--- src/rtl/kwm_pkg.sv ---
package kwm_pkg;

  // Request and result payloads
  typedef struct packed {
    logic        mode;
    logic [3:0]  run_index;
    logic [63:0] value;
    logic        run_empty;
  } kwm_req_t;

  typedef struct packed {
    logic [63:0] min_value;
    logic [3:0]  min_run;
    logic        done_res;
  } kwm_rsp_t;

  // Request modes
  localparam logic MODE_LOAD    = 1'b0;
  localparam logic MODE_REPLACE = 1'b1;

  // Register word indexes
  localparam logic REG_NUM_RUNS = 1'b0;

  localparam logic [4:0] NUM_RUNS_RESET = 5'd16;

  // Controller states
  typedef enum logic [2:0] {
    ST_IDLE,
    ST_FETCH,
    ST_GRAB,
    ST_CHILD,
    ST_CMP,
    ST_EMIT
  } kwm_state_t;

  // Controller to datapath commands
  typedef struct packed {
    logic load;
    logic replace;
    logic fetch;
    logic grab;
    logic child;
    logic cmp;
  } kwm_cmd_t;

  // Datapath to controller status
  typedef struct packed {
    logic merging;
    logic load_last;
    logic root_exh;
    logic sift_stop;
    logic build_more;
  } kwm_stat_t;

endpackage

--- src/rtl/kwm_ctrl.sv ---
module kwm_ctrl (
  input  logic               clk,
  input  logic               rst,
  input  logic               start,
  input  logic               mode,
  input  kwm_pkg::kwm_stat_t stat,
  output kwm_pkg::kwm_cmd_t  cmd,
  output logic               busy,
  output logic               valid
);

  kwm_pkg::kwm_state_t state, state_next;

  logic take_load;
  logic take_replace;

  // Decode an accepted request against the current phase
  assign take_load    = (state == kwm_pkg::ST_IDLE) && start && !stat.merging &&
                        (mode == kwm_pkg::MODE_LOAD);
  assign take_replace = (state == kwm_pkg::ST_IDLE) && start && stat.merging &&
                        (mode == kwm_pkg::MODE_REPLACE);

  // Hold state
  always_ff @(posedge clk) begin
    if (rst) begin
      state <= kwm_pkg::ST_IDLE;
    end else begin
      state <= state_next;
    end
  end

  // Next state
  always_comb begin
    state_next = state;
    case (state)
      kwm_pkg::ST_IDLE: begin
        if (take_load && stat.load_last) begin
          state_next = kwm_pkg::ST_FETCH;
        end else if (take_replace) begin
          state_next = stat.root_exh ? kwm_pkg::ST_EMIT : kwm_pkg::ST_CHILD;
        end
      end
      kwm_pkg::ST_FETCH: state_next = kwm_pkg::ST_GRAB;
      kwm_pkg::ST_GRAB:  state_next = kwm_pkg::ST_CMP;
      kwm_pkg::ST_CHILD: state_next = kwm_pkg::ST_CMP;
      kwm_pkg::ST_CMP: begin
        if (!stat.sift_stop) begin
          state_next = kwm_pkg::ST_CHILD;
        end else if (stat.build_more) begin
          state_next = kwm_pkg::ST_FETCH;
        end else begin
          state_next = kwm_pkg::ST_EMIT;
        end
      end
      kwm_pkg::ST_EMIT:  state_next = kwm_pkg::ST_IDLE;
      default:           state_next = kwm_pkg::ST_IDLE;
    endcase
  end

  // Outputs
  always_comb begin
    cmd         = '0;
    busy        = 1'b1;
    valid       = 1'b0;
    case (state)
      kwm_pkg::ST_IDLE: begin
        busy        = 1'b0;
        cmd.load    = take_load;
        cmd.replace = take_replace && !stat.root_exh;
      end
      kwm_pkg::ST_FETCH: cmd.fetch = 1'b1;
      kwm_pkg::ST_GRAB:  cmd.grab  = 1'b1;
      kwm_pkg::ST_CHILD: cmd.child = 1'b1;
      kwm_pkg::ST_CMP:   cmd.cmp   = 1'b1;
      kwm_pkg::ST_EMIT:  valid     = 1'b1;
      default:           busy      = 1'b0;
    endcase
  end

endmodule

--- src/rtl/kwm_dp.sv ---
module kwm_dp #(
  parameter int MAX_RUNS     = 16,
  parameter int ELEMENT_BITS = 64
) (
  input  logic               clk,
  input  logic               rst,
  input  kwm_pkg::kwm_cmd_t  cmd,
  input  kwm_pkg::kwm_req_t  req,
  input  logic [4:0]         num_runs,
  output kwm_pkg::kwm_stat_t stat,
  output kwm_pkg::kwm_rsp_t  rsp
);

  localparam int IW    = $clog2(MAX_RUNS);
  localparam int CW    = $clog2(MAX_RUNS + 1);
  localparam int XW    = IW + 2;
  localparam int NW    = (CW > 5) ? CW : 5;
  localparam int DEPTH = 1 << IW;
  localparam int EW    = ELEMENT_BITS;

  // Heap storage
  logic [EW-1:0] mem_val [DEPTH];
  logic [3:0]    mem_run [DEPTH];
  logic          mem_exh [DEPTH];

  logic [EW-1:0] rd0_val, rd1_val, cur_val, root_val, wd_val, child_val;
  logic [3:0]    rd0_run, rd1_run, cur_run, root_run, wd_run, child_run;
  logic          rd0_exh, rd1_exh, cur_exh, root_exh, wd_exh, child_exh;

  logic [IW-1:0] pos, bidx, ra0, ra1, wa, bidx_dec;
  logic [CW-1:0] cnt, size;
  logic          merging, building;
  logic          we;

  logic [NW-1:0] n_req, n_eff, cnt_inc;
  logic          load_last;

  logic [XW-1:0] lidx, ridx, best;
  logic          l_in, r_in, l_wins, r_wins, stop;

  // Clamp the run count to the heap capacity; zero counts as one
  always_comb begin
    n_req = NW'(num_runs);
    if (n_req == '0) begin
      n_eff = NW'(1);
    end else if (n_req > NW'(MAX_RUNS)) begin
      n_eff = NW'(MAX_RUNS);
    end else begin
      n_eff = n_req;
    end
    cnt_inc   = NW'(cnt) + NW'(1);
    load_last = (cnt_inc >= n_eff);
  end

  // Child positions and bounds
  assign lidx = {1'b0, pos, 1'b1};
  assign ridx = lidx + XW'(1);
  assign l_in = (lidx < XW'(size));
  assign r_in = (ridx < XW'(size));

  // Pick the smallest of current entry and children; exhausted sorts last
  always_comb begin
    l_wins = l_in && !rd0_exh && (cur_exh || (rd0_val < cur_val));
    if (l_wins) begin
      r_wins = r_in && !rd1_exh && (rd1_val < rd0_val);
    end else begin
      r_wins = r_in && !rd1_exh && (cur_exh || (rd1_val < cur_val));
    end
    stop      = !l_wins && !r_wins;
    best      = r_wins ? ridx : lidx;
    child_val = r_wins ? rd1_val : rd0_val;
    child_run = r_wins ? rd1_run : rd0_run;
    child_exh = r_wins ? rd1_exh : rd0_exh;
  end

  // Read and write addresses
  assign ra0      = cmd.fetch ? pos : lidx[IW-1:0];
  assign ra1      = ridx[IW-1:0];
  assign we       = cmd.load || cmd.cmp;
  assign wa       = cmd.load ? cnt[IW-1:0] : pos;
  assign bidx_dec = bidx - IW'(1);

  always_comb begin
    if (cmd.load) begin
      wd_val = req.value[EW-1:0];
      wd_run = req.run_index;
      wd_exh = req.run_empty;
    end else if (stop) begin
      wd_val = cur_val;
      wd_run = cur_run;
      wd_exh = cur_exh;
    end else begin
      wd_val = child_val;
      wd_run = child_run;
      wd_exh = child_exh;
    end
  end

  // Memory ports; hold read data through the compare cycle
  always_ff @(posedge clk) begin
    if (we) begin
      mem_val[wa] <= wd_val;
      mem_run[wa] <= wd_run;
      mem_exh[wa] <= wd_exh;
    end
    if (cmd.fetch || cmd.grab || cmd.child) begin
      rd0_val <= mem_val[ra0];
      rd0_run <= mem_run[ra0];
      rd0_exh <= mem_exh[ra0];
      rd1_val <= mem_val[ra1];
      rd1_run <= mem_run[ra1];
      rd1_exh <= mem_exh[ra1];
    end
  end

  // Phase and fill count
  always_ff @(posedge clk) begin
    if (rst) begin
      merging  <= 1'b0;
      building <= 1'b0;
      cnt      <= '0;
    end else begin
      if (cmd.load) begin
        cnt <= cnt + CW'(1);
        if (load_last) begin
          merging  <= 1'b1;
          building <= 1'b1;
        end
      end
      if (cmd.replace) begin
        building <= 1'b0;
      end
    end
  end

  // Sift position, build index, sifting entry and root copy
  always_ff @(posedge clk) begin
    if (cmd.load && load_last) begin
      size <= CW'(cnt_inc);
      bidx <= IW'(cnt >> 1);
      pos  <= IW'(cnt >> 1);
    end
    if (cmd.replace) begin
      cur_val <= req.value[EW-1:0];
      cur_run <= root_run;
      cur_exh <= req.run_empty;
      pos     <= '0;
    end
    if (cmd.grab) begin
      cur_val <= rd0_val;
      cur_run <= rd0_run;
      cur_exh <= rd0_exh;
    end
    if (cmd.cmp) begin
      if (!stop) begin
        pos <= best[IW-1:0];
      end else if (building && (bidx != '0)) begin
        bidx <= bidx_dec;
        pos  <= bidx_dec;
      end
    end
    if (we && (wa == '0)) begin
      root_val <= wd_val;
      root_run <= wd_run;
      root_exh <= wd_exh;
    end
  end

  // Status
  assign stat.merging    = merging;
  assign stat.load_last  = load_last;
  assign stat.root_exh   = root_exh;
  assign stat.sift_stop  = stop;
  assign stat.build_more = building && (bidx != '0);

  // Result from the root
  assign rsp.min_value = root_exh ? 64'd0 : 64'(root_val);
  assign rsp.min_run   = root_exh ? 4'd0 : root_run;
  assign rsp.done_res  = root_exh;

endmodule

--- src/rtl/k_way_merge_min_heap.sv ---
// Load request: taken while idle; the last load builds the heap, a fetch, grab and
//   compare per node from (N-1)/2 down to the root plus a read and compare per level
//   it sinks, then the minimum. Replace request: result after a read and compare per
//   heap level visited (1 to floor(log2(N))+1, none once all runs are exhausted).
// Next request is taken the cycle after the result; the receiver cannot stall.
// Reset clears the controller, fill count and phase; num_runs returns to 16.
module k_way_merge_min_heap #(
  parameter int MAX_RUNS     = 16,
  parameter int ELEMENT_BITS = 64
) (
  input  logic              clk,
  input  logic              rst,
  input  logic              start,
  output logic              busy,
  input  kwm_pkg::kwm_req_t req,
  output logic              valid,
  output kwm_pkg::kwm_rsp_t rsp,
  input  logic              psel,
  input  logic              penable,
  input  logic              pwrite,
  input  logic [2:0]        paddr,
  input  logic [31:0]       pwdata,
  output logic [31:0]       prdata,
  output logic              pready
);

  kwm_pkg::kwm_cmd_t  cmd;
  kwm_pkg::kwm_stat_t stat;
  logic [4:0]         num_runs;

  // Register port
  assign pready = 1'b1;
  assign prdata = (paddr[2] == kwm_pkg::REG_NUM_RUNS) ? {27'd0, num_runs} : 32'd0;

  always_ff @(posedge clk) begin
    if (rst) begin
      num_runs <= kwm_pkg::NUM_RUNS_RESET;
    end else if (psel && penable && pwrite && pready &&
                 (paddr[2] == kwm_pkg::REG_NUM_RUNS)) begin
      num_runs <= pwdata[4:0];
    end
  end

  kwm_ctrl u_ctrl (
    .clk   (clk),
    .rst   (rst),
    .start (start),
    .mode  (req.mode),
    .stat  (stat),
    .cmd   (cmd),
    .busy  (busy),
    .valid (valid)
  );

  kwm_dp #(
    .MAX_RUNS     (MAX_RUNS),
    .ELEMENT_BITS (ELEMENT_BITS)
  ) u_dp (
    .clk      (clk),
    .rst      (rst),
    .cmd      (cmd),
    .req      (req),
    .num_runs (num_runs),
    .stat     (stat),
    .rsp      (rsp)
  );

endmodule

--- config.mk ---
export PLATFORM = sky130hd
export DESIGN_NAME = k_way_merge_min_heap
export DESIGN_NICKNAME = d
export VERILOG_FILES = /design/src/rtl/kwm_pkg.sv /design/src/rtl/kwm_ctrl.sv /design/src/rtl/kwm_dp.sv /design/src/rtl/k_way_merge_min_heap.sv
export SDC_FILE = /design/constraint.sdc
export NUM_CORES = 2
export LEC_CHECK = 0
export ABC_AREA = 1
export BUFFER_PORTS_ARGS = -buffer_cell sky130_fd_sc_hd__buf_4
export CORE_MARGIN = 5
export CORE_UTILIZATION = 60
export DETAILED_ROUTE_END_ITERATION = 10
export PLACE_DENSITY = 0.73
export SYNTH_ARGS = -nofsm -noshare
export SYNTH_HDL_FRONTEND = slang
export SYNTH_HIERARCHICAL = 1
export SYNTH_SLANG_ARGS = --single-unit
--- constraint.sdc ---
create_clock -name clk -period 10.9 [get_ports clk]
set_input_delay 1.635 -clock clk [delete_from_list [all_inputs] [get_ports clk]]
set_output_delay 1.635 -clock clk [all_outputs]
set_load 0.05 [all_outputs]
**Word level (Yosys, flattened, before mapping)**

Memory sizes are Yosys's and may differ from the RTL's. A register that Yosys moved wholly into a read port is not among the register bits.
Cells that the tools add are included.

- Bits in registers: 166
- RAM bits: 1,104
- Input port bits: 111
- Output and inout bits: 104
- Memories kept: 3
- Word-level logic and storage cells: 122

- Multiplexer cells: 48
- $add $sub $neg: 3
- Order comparisons: 7
- Bitwise operators: 2
- Eq/ne operators: 6
- Reduce and logical (&&, ||, !) cells: 39

Memory list:

| name | depth | bits a word | rd ports | clocked after memory_dff | wr ports | line | RTL |
|---|---|---|---|---|---|---|---|
| u_dp.mem_val | 16 | 64 | 2 | 2 | 1 | kwm_dp.sv:22 | `logic [EW-1:0] mem_val [DEPTH];` |
| u_dp.mem_run | 16 | 4 | 2 | 2 | 1 | kwm_dp.sv:23 | `logic [3:0] mem_run [DEPTH];` |
| u_dp.mem_exh | 16 | 1 | 2 | 2 | 1 | kwm_dp.sv:24 | `logic mem_exh [DEPTH];` |

Operators with widths:

| operator | number |
|---|---|
| $mux W64 | 6 |
| $lt A64 B64 Y1 | 3 |
| $mux W4 | 18 |
| $logic_and A1 B1 Y1 | 19 |
| $mux W3 | 5 |
| $mux W5 | 3 |
| $mux W1 | 14 |
| $pmux W3 S4 | 1 |
| $add A5 B1 Y6 const B | 1 |
| $eq A3 B2 Y1 const B | 2 |
| $eq A3 B3 Y1 const B | 2 |
| $logic_not A1 Y1 | 6 |
| $lt A6 B5 Y1 | 1 |
| $add A5 B1 Y5 const B | 1 |
| $ge A5 B5 Y1 | 1 |
| $gt A5 B5 Y1 const B | 1 |
| $logic_not A5 Y1 | 1 |
| $logic_or A1 B1 Y1 | 5 |
| $lt A5 B5 Y1 | 1 |
| $reduce_or A5 Y1 | 1 |
| $logic_not A4 Y1 | 1 |
| $reduce_bool A4 Y1 | 1 |
| $reduce_or A2 Y1 | 2 |
| $sub A4 B1 Y4 const B | 1 |
| 7 further kinds | 8 |

**Depth between registers and ports, before layout**

- Depth in word-level cells: 12
- Mapped depth: 24
- Mapped depth without buffers: 23

**Cells and area by module**

Netlist, hierarchy kept.

Modules (own cells, without submodules):

| module | seq. area each (um^2) | cells each | area each (um^2) | times used |
|---|---|---|---|---|
| kwm_dp | 39,818.2 | 5,913 | 63,269.4 | 1 |
| k_way_merge_min_heap | 100.1 | 76 | 491.7 | 1 |
| kwm_ctrl | 60.1 | 44 | 276.5 | 1 |

**Least setup slack after synthesis**

No wires, ideal clock.

- Path kind: input port to flip-flop
- From: in start
- To: mem u_dp.mem_exh[5], enable pin
- Stages: 9
- Buffers on the path: 1
- Required time: 10,403 ps
- Library setup time: 497 ps
- Data arrival time: 5,841 ps
- Slack: 4,562 ps
- Path through: inv_1 -> nor4_1 -> clkbuf_1 -> nand2_1 -> inv_1 -> a21oi_1 -> inv_1 -> nand2_1 -> nor2_1

RTL lines:

| item | line | RTL |
|---|---|---|
| start, declared | k_way_merge_min_heap.sv:13 | `input logic start,` |
| end, declared | kwm_dp.sv:24 |  |

==> flow_summary.ini <==
[final_layout]
fin_nets = 6301
drive_gt1_share_pct = 9.36
syn_to_final_growth_pct = 10.3
final_core_util_pct = 66.8
fill_cells = 7828

[die]
boundaryPins = 215
rows = 119
start_util_pct = 60.6
dieArea_sq_mm = 0.113
core_sq_mm = 0.106
fp.dieW_um = 337
die_h_um = 337

[yosys]
synth_common_cells = 1316 x edfxtp_1, 868 x o21ai_0, 833 x nor2_1
synth_top_cell_area_share_pct = 61.7
yosys_warnings = 6
syn_area_sq_mm = 0.0640
synth_area_leader_cell = edfxtp_1
netlist_top_cells_area = edfxtp_1 62%, o21ai_0 6.8%, nor2_1 4.9%, nand2_1 4.0%, ha_1 4.0%
synth_cells = 6033
postSynth.asyncResetShare_pct = 0
synth-edff-count = 1316
synth_ff_type = edfxtp_1
yosysSeqAreaShare_pct = 62.4
synth-seq-cells = 1339
yosys.cell_types.count = 45
synth_most_common_cell = edfxtp_1
avgSynthCellArea_sq_um = 10.6

[flow_run]
drv_cap = 0

[clock_network]
clock-sinks = 1339
postCtsResizedCells = 0
clockBufferDepth = 3
post_cts_buffers = 0
cts_buffers = 140
clk-insertion-delay-late_ns = 0.76
cts-root-buf = clkbuf_16
htree_levels = 4
cts.clk_slew.worst_paths_ns = 0.06
cts_tree = done
postCtsHoldBufs = 0

[placement]
gp_congestion = 0.930
port_buffers = 157
place_hpwl_um = 115000
dp_worst_setup_slack_ns = 3.57

[worst_setup_path]
timing.critical_path.mode_cell = buf_4
cp_max_fo = 47
cp_num_buf_inv = 8
crit_type = primary input to flop
critical_path.startpoint_type = primary input
max_stage_delay_ns = 1.05
regToRegSetupSlack_ns = 4.66
critPathArrivalTime_ns = 7.18
crit_family = buffers and inverters
end_kind = flop
cp_cell_sequence = buf_4 > inv_1 > nor4_2 > buf_4 > clkinv_2 > buf_4 > nor2_1 > a21oi_1 > inv_1 > nand3_1 > nor2_4 > buf_4 > buf_4
r2r_cells = 13
reg2reg_to = u_dp/mem_val[10][24]$_DFFE_PP_
crit_path_top_delay_cell = nor2_4
rr_startpoint = u_ctrl/state[0]$_SDFFE_PP0P_
cp.required_ns = 11.28

[min_path]
hold_end = u_dp/cnt[1]$_SDFFE_PP0P_
holdPathStages = 2
min_path_type = flop to flop
hp-start = u_dp/cnt[1]$_SDFFE_PP0P_

[grt]
grt_antenna_before_repair = 8
grt.total_usage_pct = 35.8
overflow = 0
grt_pass1_wl_um = 301000
grt_pass1_vias = 47718
grt_max_degree = 190

[timing]
rsz0062_at_grt = false
final-max-slew-violation-count = 0
max_slew.worst_pin.slew_ns = 1.28
setup_viol_count_final = 0
fmax_ghz = 0.147
hold_viol_final = 0
tns_ns = 0
fin_crit_ns = 6.80
relSlewSlack_pct = 14.1
finalCritPeriodShare_pct = 62.4
setup_slack_ns = 4.10
clock_skew_ns = 0.0201

[drt]
wirelength_um = 206000
antenna_left = 0
num_vias = 50237
vias_per_cell = 6.71
drt_iter0_markers = 7747
drt_first_pass_iters = 6
post-route-drc-count = 0
detail_route.wl_per_cell_um = 27.5

[outcome]
outcome = complete, no violations

[power_and_ir_drop]
vdd_drop_max_mv = 0.340
p_leak_uw = 0.0256
p_per_area_mw_per_mm2 = 341
## how the worst max path moves through the flow
| stage | start | to | slack, ns | cells past startpoint |
|---|---|---|---|---|
| 2_1_floorplan | start | u_dp/mem_exh[5]$_DFFE_PP_ | 4.56 | 9 |
| 3_5_place_dp | start | u_dp/mem_val[10][19]$_DFFE_PP_ | 3.57 | 13 |
| 3_3_place_gp | start | u_dp/mem_val[10][19]$_DFFE_PP_ | 3.66 | 13 |
| 4_1_cts | start | u_dp/mem_val[10][34]$_DFFE_PP_ | 4.37 | 13 |
| 6_report | start | u_dp/mem_val[10][24]$_DFFE_PP_ | 4.10 | 13 |
| 5_1_grt | start | u_dp/mem_val[10][13]$_DFFE_PP_ | 4.09 | 13 |
## power breakdown
group          switching [uW]  leakage (uW)  internal, uW  total (uW)
Clock                    2000       0.00218          2720        4720
Combinational            8240        0.0113          2610       10800
Sequential                462        0.0121          8030        8490
## worst register-to-register path, stage by stage (launching register included)
cell,delay (ns)
dfxtp_1,0.36
nor2_4,0.17
nand2_4,0.09
nor4_2,0.16
buf_4,0.52
clkinv_2,0.76
buf_4,0.63
nor2_1,0.32
a21oi_1,0.10
inv_1,0.12
nand3_1,0.31
nor2_4,1.05
buf_4,0.62
buf_4,0.64
## cell families (layout without fill, tap and decap cells)
logic type	after synthesis	count (layout)	synth area share (%)
adder cells (fa/ha/maj)	205	205	4.01
flip-flops	1339	1339	62.4
XOR/XNOR	5	5	0.0684
buffers and inverters	812	843	5.03
AND/OR/NAND/NOR	1883	1883	12.2
other	2	32	0.0117
AO/OA/AOI/OAI	1787	1787	16.2
## layout by cell type (no fill, tap or decap), drive strengths merged, types with 35 or more instances in the layout
| cell type | instances |
|---|---|
| o211ai | 289 |
| clkbuf | 171 |
| o21ai | 872 |
| edfxtp | 1316 |
| or2 | 84 |
| ha | 205 |
| o311ai | 35 |
| inv | 362 |
| buf | 238 |
| o221ai | 69 |
| nand3 | 152 |
| nand4 | 88 |
| a31oi | 72 |
| nand2 | 689 |
| nor2 | 840 |
| clkinv | 56 |
| o22ai | 120 |
| a21oi | 299 |
## area by class of cell
class	count	area, sq um	area share (%)
flip-flops and latches	1339	40000	56.6
diodes	4	10.0	0.0142
inverters	358	1380	1.95
multi-input cells	3908	21200	30.0
well taps	1391	1740	2.46
clock buffers	171	3680	5.21
repair buffers	238	1860	2.64
clock inverters	76	807	1.14
## stage by stage
stage	cells	instance area (sq um)	total power [uW]	hold WS, ns
floorplan	6059	64100	15200	0.442
global placement	7234	66100	18700	0.492
detailed placement	7234	66100	18900	0.497
CTS	7481	70600	23700	0.508
global route	7482	70600	25100	0.524
finish	7485	70600	24100	0.508
## per-layer routing
metal	up-vias	wire length, um	GRT usage, %
li1	21783	-	-
met1	23940	76100	50.2
met4	2	8280	14.1
met3	580	32700	11.2
met5	-	11	0
met2	3932	88700	52.7
## registers in the layout, summed over array words and instances, names as in the netlist
name	flops
u_dp/cur_val	64
u_dp/cur_exh	1
u_dp/building	1
u_ctrl/state	3
u_dp/rd0_val	64
u_dp/mem_run	64
u_dp/cur_run	4
u_dp/rd1_val	64
u_dp/cnt	5
u_dp/pos	4
u_dp/rd1_run	4
u_dp/rd0_exh	1
u_dp/mem_exh	16
num_runs	5
u_dp/mem_val	1024
u_dp/rd1_exh	1
u_dp/bidx	4
u_dp/rd0_run	4
u_dp/merging	1
u_dp/size	5
(Power assumes the default switching activity.)
